[src/hw/rtl/hashed_timing_wheel_top_assert.svh]
// Assertion helpers for the timing wheel blocks.
// Each expects clk and rst_n to be visible in the enclosing module.
`ifndef HASHED_TIMING_WHEEL_TOP_ASSERT_SVH
`define HASHED_TIMING_WHEEL_TOP_ASSERT_SVH

// The consequent holds in the same cycle as the antecedent.
`define HTW_ASSERT_IMP(lbl, ante, cons, msg) \
    lbl: assert property (@(posedge clk) disable iff (!rst_n) (ante) |-> (cons)) \
        else $error(msg);

// The consequent holds in the cycle after the antecedent.
`define HTW_ASSERT_NXT(lbl, ante, cons, msg) \
    lbl: assert property (@(posedge clk) disable iff (!rst_n) (ante) |=> (cons)) \
        else $error(msg);

`endif

[src/hw/rtl/htw_pkg.sv]
`timescale 1ns / 1ps

package htw_pkg;

    localparam int HTW_WHEEL_SLOTS = 60;
    localparam int HTW_POOL_SIZE   = 32;
    localparam int LINK_W          = 6;
    localparam int TIMEOUT_W       = 16;
    localparam logic [LINK_W-1:0] NIL_LINK = 6'd63;

    localparam logic [1:0] OP_ADD  = 2'd0;
    localparam logic [1:0] OP_DEL  = 2'd1;
    localparam logic [1:0] OP_TICK = 2'd2;

    localparam logic [1:0] KIND_ADDED   = 2'd0;
    localparam logic [1:0] KIND_DELETED = 2'd1;
    localparam logic [1:0] KIND_EXPIRED = 2'd2;
    localparam logic [1:0] KIND_TICK    = 2'd3;

    localparam logic [1:0] STAT_OK      = 2'd0;
    localparam logic [1:0] STAT_FULL    = 2'd1;
    localparam logic [1:0] STAT_UNKNOWN = 2'd2;

    typedef enum logic [3:0] {
        S_IDLE,
        S_DISPATCH,
        S_ADD_DIV,
        S_ADD_SLOT,
        S_ADD_LINK,
        S_DEL_COMMIT,
        S_TICK_LOAD,
        S_WALK,
        S_EXP_COMMIT,
        S_TICK_DONE
    } state_t;

    typedef enum logic [3:0] {
        CMD_NONE,
        CMD_LATCH,
        CMD_ADD_START,
        CMD_DIV_STEP,
        CMD_ADD_SLOT,
        CMD_ADD_LINK,
        CMD_EMIT_FULL,
        CMD_EMIT_UNKNOWN,
        CMD_DEL_READ,
        CMD_UNLINK_DEL,
        CMD_TICK_READ,
        CMD_TICK_LOAD,
        CMD_WALK_STEP,
        CMD_EXP_READ,
        CMD_UNLINK_EXP,
        CMD_TICK_DONE
    } cmd_t;

    typedef struct packed {
        logic [1:0] op;
        logic       hin_ok;
        logic       full;
        logic       div_last;
        logic       walk_more;
        logic       rot_zero;
        logic       out_free;
    } dp_status_t;

endpackage

[src/hw/rtl/htw_in_if.sv]
`timescale 1ns / 1ps

interface htw_in_if;
    logic        valid;
    logic        ready;
    logic [1:0]  op;
    logic [15:0] timeout;
    logic [4:0]  handle;

    modport source (output valid, output op, output timeout, output handle, input ready);
    modport sink   (input valid, input op, input timeout, input handle, output ready);
endinterface

[src/hw/rtl/htw_out_if.sv]
`timescale 1ns / 1ps

interface htw_out_if;
    logic       valid;
    logic       ready;
    logic [1:0] kind;
    logic [1:0] status;
    logic [4:0] timer_handle;
    logic       last;

    modport source (output valid, output kind, output status, output timer_handle,
                    output last, input ready);
    modport sink   (input valid, input kind, input status, input timer_handle,
                    input last, output ready);
endinterface

[src/hw/rtl/htw_datapath.sv]
`timescale 1ns / 1ps
`include "hashed_timing_wheel_top_assert.svh"

module htw_datapath #(
    parameter int WHEEL_SLOTS = htw_pkg::HTW_WHEEL_SLOTS,
    parameter int POOL_SIZE   = htw_pkg::HTW_POOL_SIZE
) (
    input  logic               clk,
    input  logic               rst_n,
    input  htw_pkg::cmd_t      cmd,
    output htw_pkg::dp_status_t sts,
    input  logic [1:0]         in_op,
    input  logic [15:0]        in_timeout,
    input  logic [4:0]         in_handle,
    output logic               out_valid,
    input  logic               out_ready,
    output logic [1:0]         out_kind,
    output logic [1:0]         out_status,
    output logic [4:0]         out_handle,
    output logic               out_last
);
    import htw_pkg::*;

    localparam int SW    = $clog2(WHEEL_SLOTS);
    localparam int RW    = SW + 1;
    localparam int IW    = (POOL_SIZE > 1) ? $clog2(POOL_SIZE) : 1;
    localparam int CW    = $clog2(POOL_SIZE + 1);
    localparam int ROT_W = $clog2(65535 / WHEEL_SLOTS + 1);
    localparam int DCW   = 1;
    // Reciprocal of the slot count, exact for every 16-bit timeout.
    localparam int MW       = TIMEOUT_W + 1;
    localparam int RECIP_SH = TIMEOUT_W + SW;
    localparam logic [MW-1:0] RECIP_M =
        MW'(((64'd1 << RECIP_SH) + 64'(WHEEL_SLOTS) - 64'd1) / 64'(WHEEL_SLOTS));

    // Timer pool
    logic [POOL_SIZE-1:0] valid_reg;
    logic [LINK_W-1:0]    next_arr [POOL_SIZE];
    logic [LINK_W-1:0]    prev_arr [POOL_SIZE];
    logic [ROT_W-1:0]     rot_arr  [POOL_SIZE];
    logic [SW-1:0]        eslot_arr[POOL_SIZE];

    // Slot heads: memory plus one written flag per slot
    logic [LINK_W-1:0]      head_mem [WHEEL_SLOTS];
    logic [WHEEL_SLOTS-1:0] hv_reg;
    logic [LINK_W-1:0]      head_q_reg;
    logic                   head_qv_reg;

    logic [1:0]          op_reg;
    logic [4:0]          hin_reg;
    logic [TIMEOUT_W-1:0] tk_reg;
    logic [TIMEOUT_W-1:0] quo_reg;
    logic [RW-1:0]       rem_reg;
    logic [DCW-1:0]      cnt_reg;
    logic [SW-1:0]       cur_reg;
    logic [SW-1:0]       slot_reg;
    logic [IW-1:0]       free_h_reg;
    logic                full_reg;
    logic [LINK_W-1:0]   p_reg;
    logic [CW-1:0]       steps_reg;
    logic [LINK_W-1:0]   u_h_reg;
    logic [LINK_W-1:0]   u_nx_reg;
    logic [LINK_W-1:0]   u_pv_reg;
    logic [SW-1:0]       u_s_reg;
    logic                out_valid_reg;
    logic [1:0]          kind_reg;
    logic [1:0]          status_reg;
    logic [4:0]          th_reg;
    logic                last_reg;

    logic [LINK_W-1:0] hin_link;
    logic [IW-1:0]     ld_idx;
    logic [IW-1:0]     p_idx;
    logic [TIMEOUT_W+MW-1:0] recip_prod;
    logic [TIMEOUT_W-1:0]    quo_next;
    logic [TIMEOUT_W-1:0]    quo_times;
    logic [RW-1:0]           rem_next;
    logic [RW-1:0]     slot_sum;
    logic [SW-1:0]     slot_new;
    logic [LINK_W-1:0] headval;
    logic [LINK_W-1:0] newhead;
    logic              head_is_h;
    logic              free_found;
    logic [IW-1:0]     free_idx;
    logic              hd_re;
    logic [SW-1:0]     hd_ra;
    logic              hd_we;
    logic [SW-1:0]     hd_wa;
    logic [LINK_W-1:0] hd_wd;
    logic              emit;
    logic              out_free;

    function automatic logic link_ok(input logic [LINK_W-1:0] x,
                                     input logic [POOL_SIZE-1:0] v);
        logic r;
        r = (x < LINK_W'(POOL_SIZE)) && v[x[IW-1:0]];
        return r;
    endfunction

    assign hin_link = LINK_W'(hin_reg);
    assign ld_idx   = (cmd == CMD_DEL_READ) ? hin_link[IW-1:0] : p_reg[IW-1:0];
    assign p_idx    = p_reg[IW-1:0];
    // Quotient in the first step, remainder from it in the second.
    assign recip_prod = {{MW{1'b0}}, tk_reg} * {{TIMEOUT_W{1'b0}}, RECIP_M};
    assign quo_next   = TIMEOUT_W'(recip_prod >> RECIP_SH);
    assign quo_times  = quo_reg * TIMEOUT_W'(WHEEL_SLOTS);
    assign rem_next   = RW'(tk_reg - quo_times);
    assign slot_sum = {1'b0, cur_reg} + rem_reg;
    assign headval  = head_qv_reg ? head_q_reg : NIL_LINK;
    assign head_is_h = (headval == u_h_reg);
    assign newhead  = head_is_h ? u_nx_reg : headval;
    assign out_free = !out_valid_reg || out_ready;

    always_comb
    begin
        slot_new = (slot_sum >= RW'(WHEEL_SLOTS)) ? SW'(slot_sum - RW'(WHEEL_SLOTS))
                                                  : slot_sum[SW-1:0];
    end

    // Lowest free handle
    always_comb
    begin
        free_found = 1'b0;
        free_idx   = '0;
        for (int i = POOL_SIZE - 1; i >= 0; i--)
        begin
            if (!valid_reg[i])
            begin
                free_found = 1'b1;
                free_idx   = IW'(i);
            end
        end
    end

    always_comb
    begin
        hd_re = 1'b0;
        hd_ra = cur_reg;
        hd_we = 1'b0;
        hd_wa = u_s_reg;
        hd_wd = u_nx_reg;
        emit  = 1'b0;
        case (cmd)
            CMD_ADD_SLOT:
            begin
                hd_re = 1'b1;
                hd_ra = slot_new;
            end
            CMD_DEL_READ, CMD_EXP_READ:
            begin
                hd_re = 1'b1;
                hd_ra = eslot_arr[ld_idx];
            end
            CMD_TICK_READ:
            begin
                hd_re = 1'b1;
                hd_ra = cur_reg;
            end
            CMD_ADD_LINK:
            begin
                hd_we = 1'b1;
                hd_wa = slot_reg;
                hd_wd = LINK_W'(free_h_reg);
                emit  = 1'b1;
            end
            CMD_UNLINK_DEL, CMD_UNLINK_EXP:
            begin
                hd_we = head_is_h;
                emit  = 1'b1;
            end
            CMD_EMIT_FULL, CMD_EMIT_UNKNOWN, CMD_TICK_DONE:
            begin
                emit = 1'b1;
            end
            default:
            begin
                hd_re = 1'b0;
            end
        endcase
    end

    always_comb
    begin
        sts.op        = op_reg;
        sts.hin_ok    = link_ok(hin_link, valid_reg);
        sts.full      = full_reg;
        sts.div_last  = (cnt_reg == DCW'(1));
        sts.walk_more = link_ok(p_reg, valid_reg) && (steps_reg < CW'(POOL_SIZE));
        sts.rot_zero  = (rot_arr[p_idx] == '0);
        sts.out_free  = out_free;
    end

    // Head memory
    always_ff @(posedge clk)
    begin
        if (hd_we)
        begin
            head_mem[hd_wa] <= hd_wd;
        end
        if (hd_re)
        begin
            head_q_reg <= head_mem[hd_ra];
        end
    end

    // Control state
    always_ff @(posedge clk or negedge rst_n)
    begin
        if (!rst_n)
        begin
            valid_reg     <= '0;
            hv_reg        <= '0;
            head_qv_reg   <= 1'b0;
            cur_reg       <= '0;
            out_valid_reg <= 1'b0;
            cnt_reg       <= '0;
            steps_reg     <= '0;
            full_reg      <= 1'b0;
        end
        else
        begin
            if (emit)
            begin
                out_valid_reg <= 1'b1;
            end
            else if (out_ready)
            begin
                out_valid_reg <= 1'b0;
            end
            if (hd_we)
            begin
                hv_reg[hd_wa] <= 1'b1;
            end
            if (hd_re)
            begin
                head_qv_reg <= hv_reg[hd_ra];
            end
            case (cmd)
                CMD_LATCH:     cnt_reg <= '0;
                CMD_DIV_STEP:  cnt_reg <= cnt_reg + 1'b1;
                CMD_ADD_START: full_reg <= !free_found;
                CMD_ADD_LINK:  valid_reg[free_h_reg] <= 1'b1;
                CMD_UNLINK_DEL, CMD_UNLINK_EXP:
                begin
                    valid_reg[u_h_reg[IW-1:0]] <= 1'b0;
                end
                CMD_TICK_LOAD: steps_reg <= '0;
                CMD_WALK_STEP, CMD_EXP_READ:
                begin
                    steps_reg <= steps_reg + 1'b1;
                end
                CMD_TICK_DONE:
                begin
                    cur_reg <= (cur_reg == SW'(WHEEL_SLOTS - 1)) ? '0 : cur_reg + 1'b1;
                end
                default:
                begin
                    cnt_reg <= cnt_reg;
                end
            endcase
        end
    end

    // Payload and pool arrays
    always_ff @(posedge clk)
    begin
        case (cmd)
            CMD_LATCH:
            begin
                op_reg  <= in_op;
                hin_reg <= in_handle;
                tk_reg  <= (in_timeout == '0) ? TIMEOUT_W'(1) : in_timeout;
                rem_reg <= '0;
            end
            CMD_ADD_START:
            begin
                free_h_reg <= free_idx;
            end
            CMD_DIV_STEP:
            begin
                if (cnt_reg == '0)
                begin
                    quo_reg <= quo_next;
                end
                else
                begin
                    rem_reg <= rem_next;
                end
            end
            CMD_ADD_SLOT:
            begin
                slot_reg <= slot_new;
            end
            CMD_ADD_LINK:
            begin
                next_arr[free_h_reg]  <= link_ok(headval, valid_reg) ? headval : NIL_LINK;
                prev_arr[free_h_reg]  <= NIL_LINK;
                rot_arr[free_h_reg]   <= quo_reg[ROT_W-1:0];
                eslot_arr[free_h_reg] <= slot_reg;
                if (link_ok(headval, valid_reg))
                begin
                    prev_arr[headval[IW-1:0]] <= LINK_W'(free_h_reg);
                end
                kind_reg   <= KIND_ADDED;
                status_reg <= STAT_OK;
                th_reg     <= 5'(free_h_reg);
                last_reg   <= 1'b1;
            end
            CMD_EMIT_FULL:
            begin
                kind_reg   <= KIND_ADDED;
                status_reg <= STAT_FULL;
                th_reg     <= '0;
                last_reg   <= 1'b1;
            end
            CMD_EMIT_UNKNOWN:
            begin
                kind_reg   <= KIND_DELETED;
                status_reg <= STAT_UNKNOWN;
                th_reg     <= hin_reg;
                last_reg   <= 1'b1;
            end
            CMD_DEL_READ, CMD_EXP_READ:
            begin
                u_h_reg  <= LINK_W'(ld_idx);
                u_nx_reg <= next_arr[ld_idx];
                u_pv_reg <= prev_arr[ld_idx];
                u_s_reg  <= eslot_arr[ld_idx];
            end
            CMD_UNLINK_DEL, CMD_UNLINK_EXP:
            begin
                if (!head_is_h && link_ok(u_pv_reg, valid_reg))
                begin
                    next_arr[u_pv_reg[IW-1:0]] <= u_nx_reg;
                end
                if (link_ok(u_nx_reg, valid_reg))
                begin
                    prev_arr[u_nx_reg[IW-1:0]] <= (newhead == u_nx_reg) ? NIL_LINK : u_pv_reg;
                end
                status_reg <= STAT_OK;
                th_reg     <= u_h_reg[4:0];
                if (cmd == CMD_UNLINK_DEL)
                begin
                    kind_reg <= KIND_DELETED;
                    last_reg <= 1'b1;
                end
                else
                begin
                    kind_reg <= KIND_EXPIRED;
                    last_reg <= 1'b0;
                    p_reg    <= u_nx_reg;
                end
            end
            CMD_TICK_LOAD:
            begin
                p_reg <= headval;
            end
            CMD_WALK_STEP:
            begin
                rot_arr[p_idx] <= rot_arr[p_idx] - 1'b1;
                p_reg          <= next_arr[p_idx];
            end
            CMD_TICK_DONE:
            begin
                kind_reg   <= KIND_TICK;
                status_reg <= STAT_OK;
                th_reg     <= '0;
                last_reg   <= 1'b1;
            end
            default:
            begin
                op_reg <= op_reg;
            end
        endcase
    end

    assign out_valid  = out_valid_reg;
    assign out_kind   = kind_reg;
    assign out_status = status_reg;
    assign out_handle = th_reg;
    assign out_last   = last_reg;

    `HTW_ASSERT_IMP(a_cur_in_range, 1'b1, {1'b0, cur_reg} < RW'(WHEEL_SLOTS), "slot out of range")
    `HTW_ASSERT_NXT(a_add_sets_valid, cmd == CMD_ADD_LINK, valid_reg[$past(free_h_reg)], "add lost")
    `HTW_ASSERT_NXT(a_unlink_frees, cmd == CMD_UNLINK_DEL || cmd == CMD_UNLINK_EXP, !valid_reg[$past(u_h_reg[IW-1:0])], "unlink kept entry")
    `HTW_ASSERT_IMP(a_emit_room, emit, out_free, "result overwritten")

endmodule

[src/hw/rtl/htw_ctrl.sv]
`timescale 1ns / 1ps

module htw_ctrl (
    input  logic                clk,
    input  logic                rst_n,
    input  logic                in_valid,
    output logic                in_ready,
    input  htw_pkg::dp_status_t sts,
    output htw_pkg::cmd_t       cmd
);
    import htw_pkg::*;

    state_t state_reg;
    state_t state_next;

    always_ff @(posedge clk or negedge rst_n)
    begin
        if (!rst_n)
        begin
            state_reg <= S_IDLE;
        end
        else
        begin
            state_reg <= state_next;
        end
    end

    always_comb
    begin
        state_next = state_reg;
        cmd        = CMD_NONE;
        in_ready   = 1'b0;
        case (state_reg)
            S_IDLE:
            begin
                in_ready = 1'b1;
                if (in_valid)
                begin
                    cmd        = CMD_LATCH;
                    state_next = S_DISPATCH;
                end
            end
            S_DISPATCH:
            begin
                case (sts.op)
                    OP_ADD:
                    begin
                        cmd        = CMD_ADD_START;
                        state_next = S_ADD_DIV;
                    end
                    OP_DEL:
                    begin
                        if (sts.hin_ok)
                        begin
                            cmd        = CMD_DEL_READ;
                            state_next = S_DEL_COMMIT;
                        end
                        else if (sts.out_free)
                        begin
                            cmd        = CMD_EMIT_UNKNOWN;
                            state_next = S_IDLE;
                        end
                    end
                    OP_TICK:
                    begin
                        cmd        = CMD_TICK_READ;
                        state_next = S_TICK_LOAD;
                    end
                    default:
                    begin
                        state_next = S_IDLE;
                    end
                endcase
            end
            S_ADD_DIV:
            begin
                cmd = CMD_DIV_STEP;
                if (sts.div_last)
                begin
                    state_next = S_ADD_SLOT;
                end
            end
            S_ADD_SLOT:
            begin
                if (!sts.full)
                begin
                    cmd        = CMD_ADD_SLOT;
                    state_next = S_ADD_LINK;
                end
                else if (sts.out_free)
                begin
                    cmd        = CMD_EMIT_FULL;
                    state_next = S_IDLE;
                end
            end
            S_ADD_LINK:
            begin
                if (sts.out_free)
                begin
                    cmd        = CMD_ADD_LINK;
                    state_next = S_IDLE;
                end
            end
            S_DEL_COMMIT:
            begin
                if (sts.out_free)
                begin
                    cmd        = CMD_UNLINK_DEL;
                    state_next = S_IDLE;
                end
            end
            S_TICK_LOAD:
            begin
                cmd        = CMD_TICK_LOAD;
                state_next = S_WALK;
            end
            S_WALK:
            begin
                if (!sts.walk_more)
                begin
                    state_next = S_TICK_DONE;
                end
                else if (sts.rot_zero)
                begin
                    cmd        = CMD_EXP_READ;
                    state_next = S_EXP_COMMIT;
                end
                else
                begin
                    cmd = CMD_WALK_STEP;
                end
            end
            S_EXP_COMMIT:
            begin
                if (sts.out_free)
                begin
                    cmd        = CMD_UNLINK_EXP;
                    state_next = S_WALK;
                end
            end
            S_TICK_DONE:
            begin
                if (sts.out_free)
                begin
                    cmd        = CMD_TICK_DONE;
                    state_next = S_IDLE;
                end
            end
            default:
            begin
                state_next = S_IDLE;
            end
        endcase
    end

endmodule

[src/hw/rtl/hashed_timing_wheel_top.sv]
`timescale 1ns / 1ps
// Hashed timing wheel with rotation counts and a pool of timers.
// Requests arrive on req (op, timeout, handle); results leave on rsp
// (kind, status, timer_handle, last), each a valid/ready transaction.
// One request is worked at a time: req.ready is high only while the
// controller is idle, and a finished result sits in the rsp register so
// that the next request can be taken while it waits.
// In an add, a reciprocal multiplication and a multiply-back give the
// rotation count and slot, and the later states read and relink the
// slot head. A delete reads the entry and then unlinks it; an unknown
// handle is answered from the dispatch state.
// A tick reads the slot head and walks its list, up to the pool size: a
// timer that only counts down takes one walk step, and one that expires
// is read and then unlinked.
// Results of one tick leave newest timer first, then a tick-done result
// with last set. A stalled rsp halts the block when it must emit.
// Reset empties every slot, frees every handle and returns to slot zero;
// it takes effect at once, with no clearing pass.
module hashed_timing_wheel_top #(
    parameter int WHEEL_SLOTS = htw_pkg::HTW_WHEEL_SLOTS,
    parameter int POOL_SIZE   = htw_pkg::HTW_POOL_SIZE
) (
    input logic clk,
    input logic rst_n,
    htw_in_if.sink    req,
    htw_out_if.source rsp
);
    import htw_pkg::*;

    cmd_t       cmd;
    dp_status_t sts;

    // The controller sequences each request; the datapath holds the wheel state.
    htw_ctrl u_ctrl (
        .clk      (clk),
        .rst_n    (rst_n),
        .in_valid (req.valid),
        .in_ready (req.ready),
        .sts      (sts),
        .cmd      (cmd)
    );

    htw_datapath #(
        .WHEEL_SLOTS (WHEEL_SLOTS),
        .POOL_SIZE   (POOL_SIZE)
    ) u_dp (
        .clk        (clk),
        .rst_n      (rst_n),
        .cmd        (cmd),
        .sts        (sts),
        .in_op      (req.op),
        .in_timeout (req.timeout),
        .in_handle  (req.handle),
        .out_valid  (rsp.valid),
        .out_ready  (rsp.ready),
        .out_kind   (rsp.kind),
        .out_status (rsp.status),
        .out_handle (rsp.timer_handle),
        .out_last   (rsp.last)
    );

endmodule

[src/flat_wrapper.sv]
// flat-port wrapper written by rule: the top's interface ports become plain ports
module hashed_timing_wheel_top_flat import htw_pkg::*;
#(
    parameter int WHEEL_SLOTS = htw_pkg::HTW_WHEEL_SLOTS,
    parameter int POOL_SIZE   = htw_pkg::HTW_POOL_SIZE
)
  (clk, rst_n, req_valid, req_op, req_timeout, req_handle, req_ready, rsp_valid, rsp_kind, rsp_status, rsp_timer_handle, rsp_last, rsp_ready);
  htw_in_if req_i ();
  htw_out_if rsp_i ();
  input logic clk;
  input logic rst_n;
  input wire logic [$bits(req_i.valid)-1:0] req_valid;
  input wire logic [$bits(req_i.op)-1:0] req_op;
  input wire logic [$bits(req_i.timeout)-1:0] req_timeout;
  input wire logic [$bits(req_i.handle)-1:0] req_handle;
  output wire logic [$bits(req_i.ready)-1:0] req_ready;
  output wire logic [$bits(rsp_i.valid)-1:0] rsp_valid;
  output wire logic [$bits(rsp_i.kind)-1:0] rsp_kind;
  output wire logic [$bits(rsp_i.status)-1:0] rsp_status;
  output wire logic [$bits(rsp_i.timer_handle)-1:0] rsp_timer_handle;
  output wire logic [$bits(rsp_i.last)-1:0] rsp_last;
  input wire logic [$bits(rsp_i.ready)-1:0] rsp_ready;
  assign req_i.valid = req_valid;
  assign req_i.op = req_op;
  assign req_i.timeout = req_timeout;
  assign req_i.handle = req_handle;
  assign req_ready = req_i.ready;
  assign rsp_valid = rsp_i.valid;
  assign rsp_kind = rsp_i.kind;
  assign rsp_status = rsp_i.status;
  assign rsp_timer_handle = rsp_i.timer_handle;
  assign rsp_last = rsp_i.last;
  assign rsp_i.ready = rsp_ready;
  hashed_timing_wheel_top #(.WHEEL_SLOTS(WHEEL_SLOTS), .POOL_SIZE(POOL_SIZE)) u_core (.clk(clk), .rst_n(rst_n), .req(req_i), .rsp(rsp_i));
endmodule
[config.mk]
export PLATFORM = sky130hd
export DESIGN_NAME = hashed_timing_wheel_top_flat
export DESIGN_NICKNAME = d
export VERILOG_FILES = /design/src/hw/rtl/htw_pkg.sv /design/src/hw/rtl/htw_in_if.sv /design/src/hw/rtl/htw_out_if.sv /design/src/hw/rtl/htw_datapath.sv /design/src/hw/rtl/htw_ctrl.sv /design/src/hw/rtl/hashed_timing_wheel_top.sv /design/src/flat_wrapper.sv
export VERILOG_INCLUDE_DIRS = /design/src /design/src/hw/rtl
export SDC_FILE = /design/constraint.sdc
export NUM_CORES = 2
export LEC_CHECK = 0
export ABC_CLOCK_PERIOD_IN_PS = 11250
export BUFFER_PORTS_ARGS = -buffer_cell sky130_fd_sc_hd__buf_2
export CAP_MARGIN = 20
export CORE_MARGIN = 5
export CORE_UTILIZATION = 65
export CTS_CLUSTER_DIAMETER = 120
export DETAILED_ROUTE_END_ITERATION = 10
export PLACE_DENSITY = 0.78
export SLEW_MARGIN = 10
export SYNTH_ARGS = -nofsm -noshare
export SYNTH_HDL_FRONTEND = slang
export SYNTH_SLANG_ARGS = --single-unit
[constraint.sdc]
create_clock -name clk -period 11.25 [get_ports clk]
set_clock_uncertainty 0.1 [all_clocks]
set_input_delay 1.6875 -clock clk [delete_from_list [all_inputs] [get_ports clk]]
set_output_delay 1.6875 -clock clk [all_outputs]
set_load 0.005 [all_outputs]
==> results.py <==
metrics = {
    "synth": {
        "synthFlopType": "edfxtp_1",
        "synth_edf_count": 1353,
        "syn-num-nets": 5594,
        "synth.distinct_cells": 91,
        "yosys_warnings": 0,
        "synth_top_cell_area_share_pct": 58.23,
        "async_flop_share_pct": 7.457,
        "seq_area_frac_synth_pct": 63.31,
        "ys_seq_elements": 1502,
        "syn_area_mm2": 0.06977,
        "syn_area_per_cell_um2": 12.85,
        "syn_inst": 5429,
        "yosysTopAreaCell": "edfxtp_1",
        "synth_area_leaders": "edfxtp_1, mux4_2, nand2_1, dfrtp_1, mux2i_1",
    },
    "power": {
        "p_per_area_mw_per_mm2": 224.3,
        "switchingPower_mw": 5.760,
        "clock_power_share_pct": 29.2,
        "power_frac_seq_pct": 42.3,
        "p_comb_share_pct": 28.5,
        "internal_power_mw": 11.35,
        "power_leakage_nw": 27.46,
        "ir_drop_mv": 0.1954,
        "swShare_pct": 33.67,
    },
    "die": {
        "core_area_mm2": 0.1069,
        "start_util_pct": 65.27,
        "pin_count": 39,
        "die_height_um": 337.6,
        "die_w_um": 337.6,
        "row_count": 120,
        "die-area_mm2": 0.1140,
    },
    "layout": {
        "area_growth_syn_to_layout_pct": 9.325,
        "top_register": "u_core.u_dp.head_mem",
        "final_cell_mix": "edfxtp_1, nand2_1, nor2_1, nand3_1, o21ai_0",
        "diodes": 0,
        "fin_nets": 5545,
        "fill_cells": 6978,
        "multi_input_area_mm2": 0.02382,
        "ff_latch_area_mm2": 0.04419,
        "drive_gt1_share_pct": 13.26,
        "final_common_cell": "edfxtp_1",
        "finish.utilization_pct": 71.36,
        "reg_top3": "u_core.u_dp.head_mem (360), u_core.u_dp.rot_arr (352)",
        "largest_reg_flops": 360,
    },
    "min_path": {
        "min_path_type": "flop to flop",
        "hold_depth": 1,
    },
    "cts": {
        "clk_path_buf_depth": 3,
        "clkTransAtPathRegs_ps": 60,
        "htreeDepth": 4,
        "numCtsBuffers": 151,
        "root_buffer": "clkbuf_16",
        "cts_sinks": 1502,
        "post-cts-setup-buffers": 0,
        "clk_latency_ps": 770,
        "cts_resized": 0,
        "cts_tree": "built",
        "ctsHoldBuffers": 0,
    },
    "sta": {
        "period_share_pct": 72.75,
        "worst_pin_slew_ps": 1137,
        "setup_viol": 0,
        "maxSlewHeadroom_pct": 23.87,
        "tns_ps": 0,
        "slew_violations": 0,
        "rsz0062_at_grt": "no",
        "whs_ps": 361.0,
        "layout_min_cycle_time_ps": 8185,
        "hold_viol_final": 0,
        "fmax_mhz": 122.2,
    },
    "worst_setup_path": {
        "crit_required_ps": 11610,
        "critPathArrivalTime_ps": 8540,
        "crit_type": "flop to flop",
        "cp-start-kind": "flop",
        "setup.worst_path.end_class": "flop",
        "worst-path-max-fanout": 88,
        "r2r_cells": 19,
    },
    "detailed_routing": {
        "first_pass_iters": 6,
        "drc": 0,
        "drtAntennaViolNets": 0,
        "vias": 47420,
        "initialDrtViolationCount": 6952,
        "via_per_inst": 6.866,
        "finalWirelength_um": 192000,
        "wl_per_cell_um": 27.80,
    },
    "global_routing": {
        "grt_pass1_vias": 46100,
        "grt_max_degree": 149,
        "grt_antenna_before_repair": 3,
        "overflow": 0,
        "grt_pass1_wl_um": 287900,
        "groute.usage.overall_pct": 33.72,
    },
    "placement": {
        "io_buffers": 38,
        "place_congestion": 0.9975,
        "hpwl_um": 120600,
    },
    "outcome": {
        "status": "completed",
    },
    "run": {
        "max_cap_viol_count": 0,
    },
}
==> power groups by stage <==
stage               Sequential, mW  Clock (mW)  Combinational [mW]
floorplan                     7.04           0                3.42
global placement              7.33           0                4.56
detailed placement            7.33           0                4.70
CTS                           7.21        5.02                4.75
global route                  7.24        5.28                5.29
finish                        7.23        5.00                4.88
==> final cells by class <==
| type | count | share of cell area [%] |
|---|---|---|
| tap | 1403 | 2.301 |
| inverter | 121 | 0.6085 |
| multi-input combinational | 3454 | 31.22 |
| timing repair buffer | 150 | 1.539 |
| sequential | 1502 | 57.93 |
| clock buffer | 198 | 5.414 |
| clock inverter | 79 | 0.9891 |
==> metrics by stage <==
step,setup slack (ps),instance area (um2),power (mW),cells
after global placement,3437,71130,11.89,6611
after floorplan,4705,69770,10.45,5429
after global routing,2685,76280,17.80,6907
after detailed placement,3203,71230,12.02,6619
final,3065,76280,17.11,6907
after CTS,3092,76110,16.98,6896
==> cells in the mapped netlist, types with 11 or more instances <==
| cell | number |
|---|---|
| buf_1 | 36 |
| and3_1 | 39 |
| and2_1 | 11 |
| nor2b_1 | 55 |
| nor2_1 | 382 |
| a211oi_1 | 39 |
| o211ai_1 | 14 |
| nor3_1 | 35 |
| mux2i_1 | 229 |
| nand3b_1 | 17 |
| a21boi_0 | 12 |
| dfrtp_1 | 112 |
| mux2_2 | 11 |
| o22ai_1 | 46 |
| inv_1 | 117 |
| nand2_1 | 1002 |
| edfxtp_1 | 1353 |
| xor2_1 | 14 |
| nor4_1 | 16 |
| a31oi_1 | 62 |
| buf_6 | 18 |
| a32oi_1 | 21 |
| buf_2 | 46 |
| dfxtp_1 | 37 |
| nand3_1 | 296 |
| a311oi_1 | 69 |
| fa_1 | 24 |
| ha_1 | 114 |
| o21ai_0 | 270 |
| or2_2 | 74 |
| a21oi_1 | 76 |
| a221o_1 | 12 |
| nand4_1 | 23 |
| a21o_1 | 35 |
| mux4_2 | 207 |
| buf_4 | 13 |
| o31ai_1 | 47 |
| a22o_1 | 14 |
| nand2b_1 | 39 |
| clkbuf_1 | 239 |
| xnor2_1 | 24 |
==> critical path: stages (launching register included) <==
cell and delay (ps):
dfxtp_4 900, buf_12 540, mux4_2 440, mux4_2 470, mux2i_1 410, ha_1 270
and2_1 220, nand2_1 100, nor3_2 580, a31o_4 600, inv_2 170, o21bai_4 210
o31a_2 180, buf_4 520, buf_4 520, mux2_2 400, o21ai_0 160, a21oi_1 90
o41ai_1 660, o22ai_1 220
==> worst paths after layout <==
check,from,to,slack (ps)
max,flop,u_core.u_dp.head_q_reg[3],3070
max in group asynchronous,rst_n,u_core.u_dp.hv_reg[40],8620
min in group asynchronous,rst_n,u_core.u_dp.steps_reg[0],910
min,u_core.u_dp.hv_reg[39],u_core.u_dp.hv_reg[39],360
max reg2reg,flop,u_core.u_dp.head_q_reg[3],3070
min reg2reg,u_core.u_dp.hv_reg[39],u_core.u_dp.hv_reg[39],360
==> kinds of logic after synthesis <==
| logic type | count (synthesis) | synth area share (%) |
|---|---|---|
| AO/OA/AOI/OAI | 810 | 7.757 |
| XOR/XNOR | 38 | 0.4770 |
| adder cells (fa/ha/maj) | 138 | 2.733 |
| buffers and inverters | 473 | 2.891 |
| flip-flops | 1502 | 63.31 |
| multiplexers | 448 | 10.18 |
| AND/OR/NAND/NOR | 2020 | 12.66 |
==> metal layers <==
| metal | vias to the layer above | track usage [%] | share of wire (%) |
|---|---|---|---|
| met3 | 601 | 8.679 | 13 |
| li1 | 20220 | - | - |
| met2 | 3490 | 50.91 | 45 |
| met5 | - | 0 | 0.015 |
| met1 | 23110 | 47.77 | 37 |
| met4 | 4 | 13.78 | 4.6 |
Power figures use the tool's default switching activity.
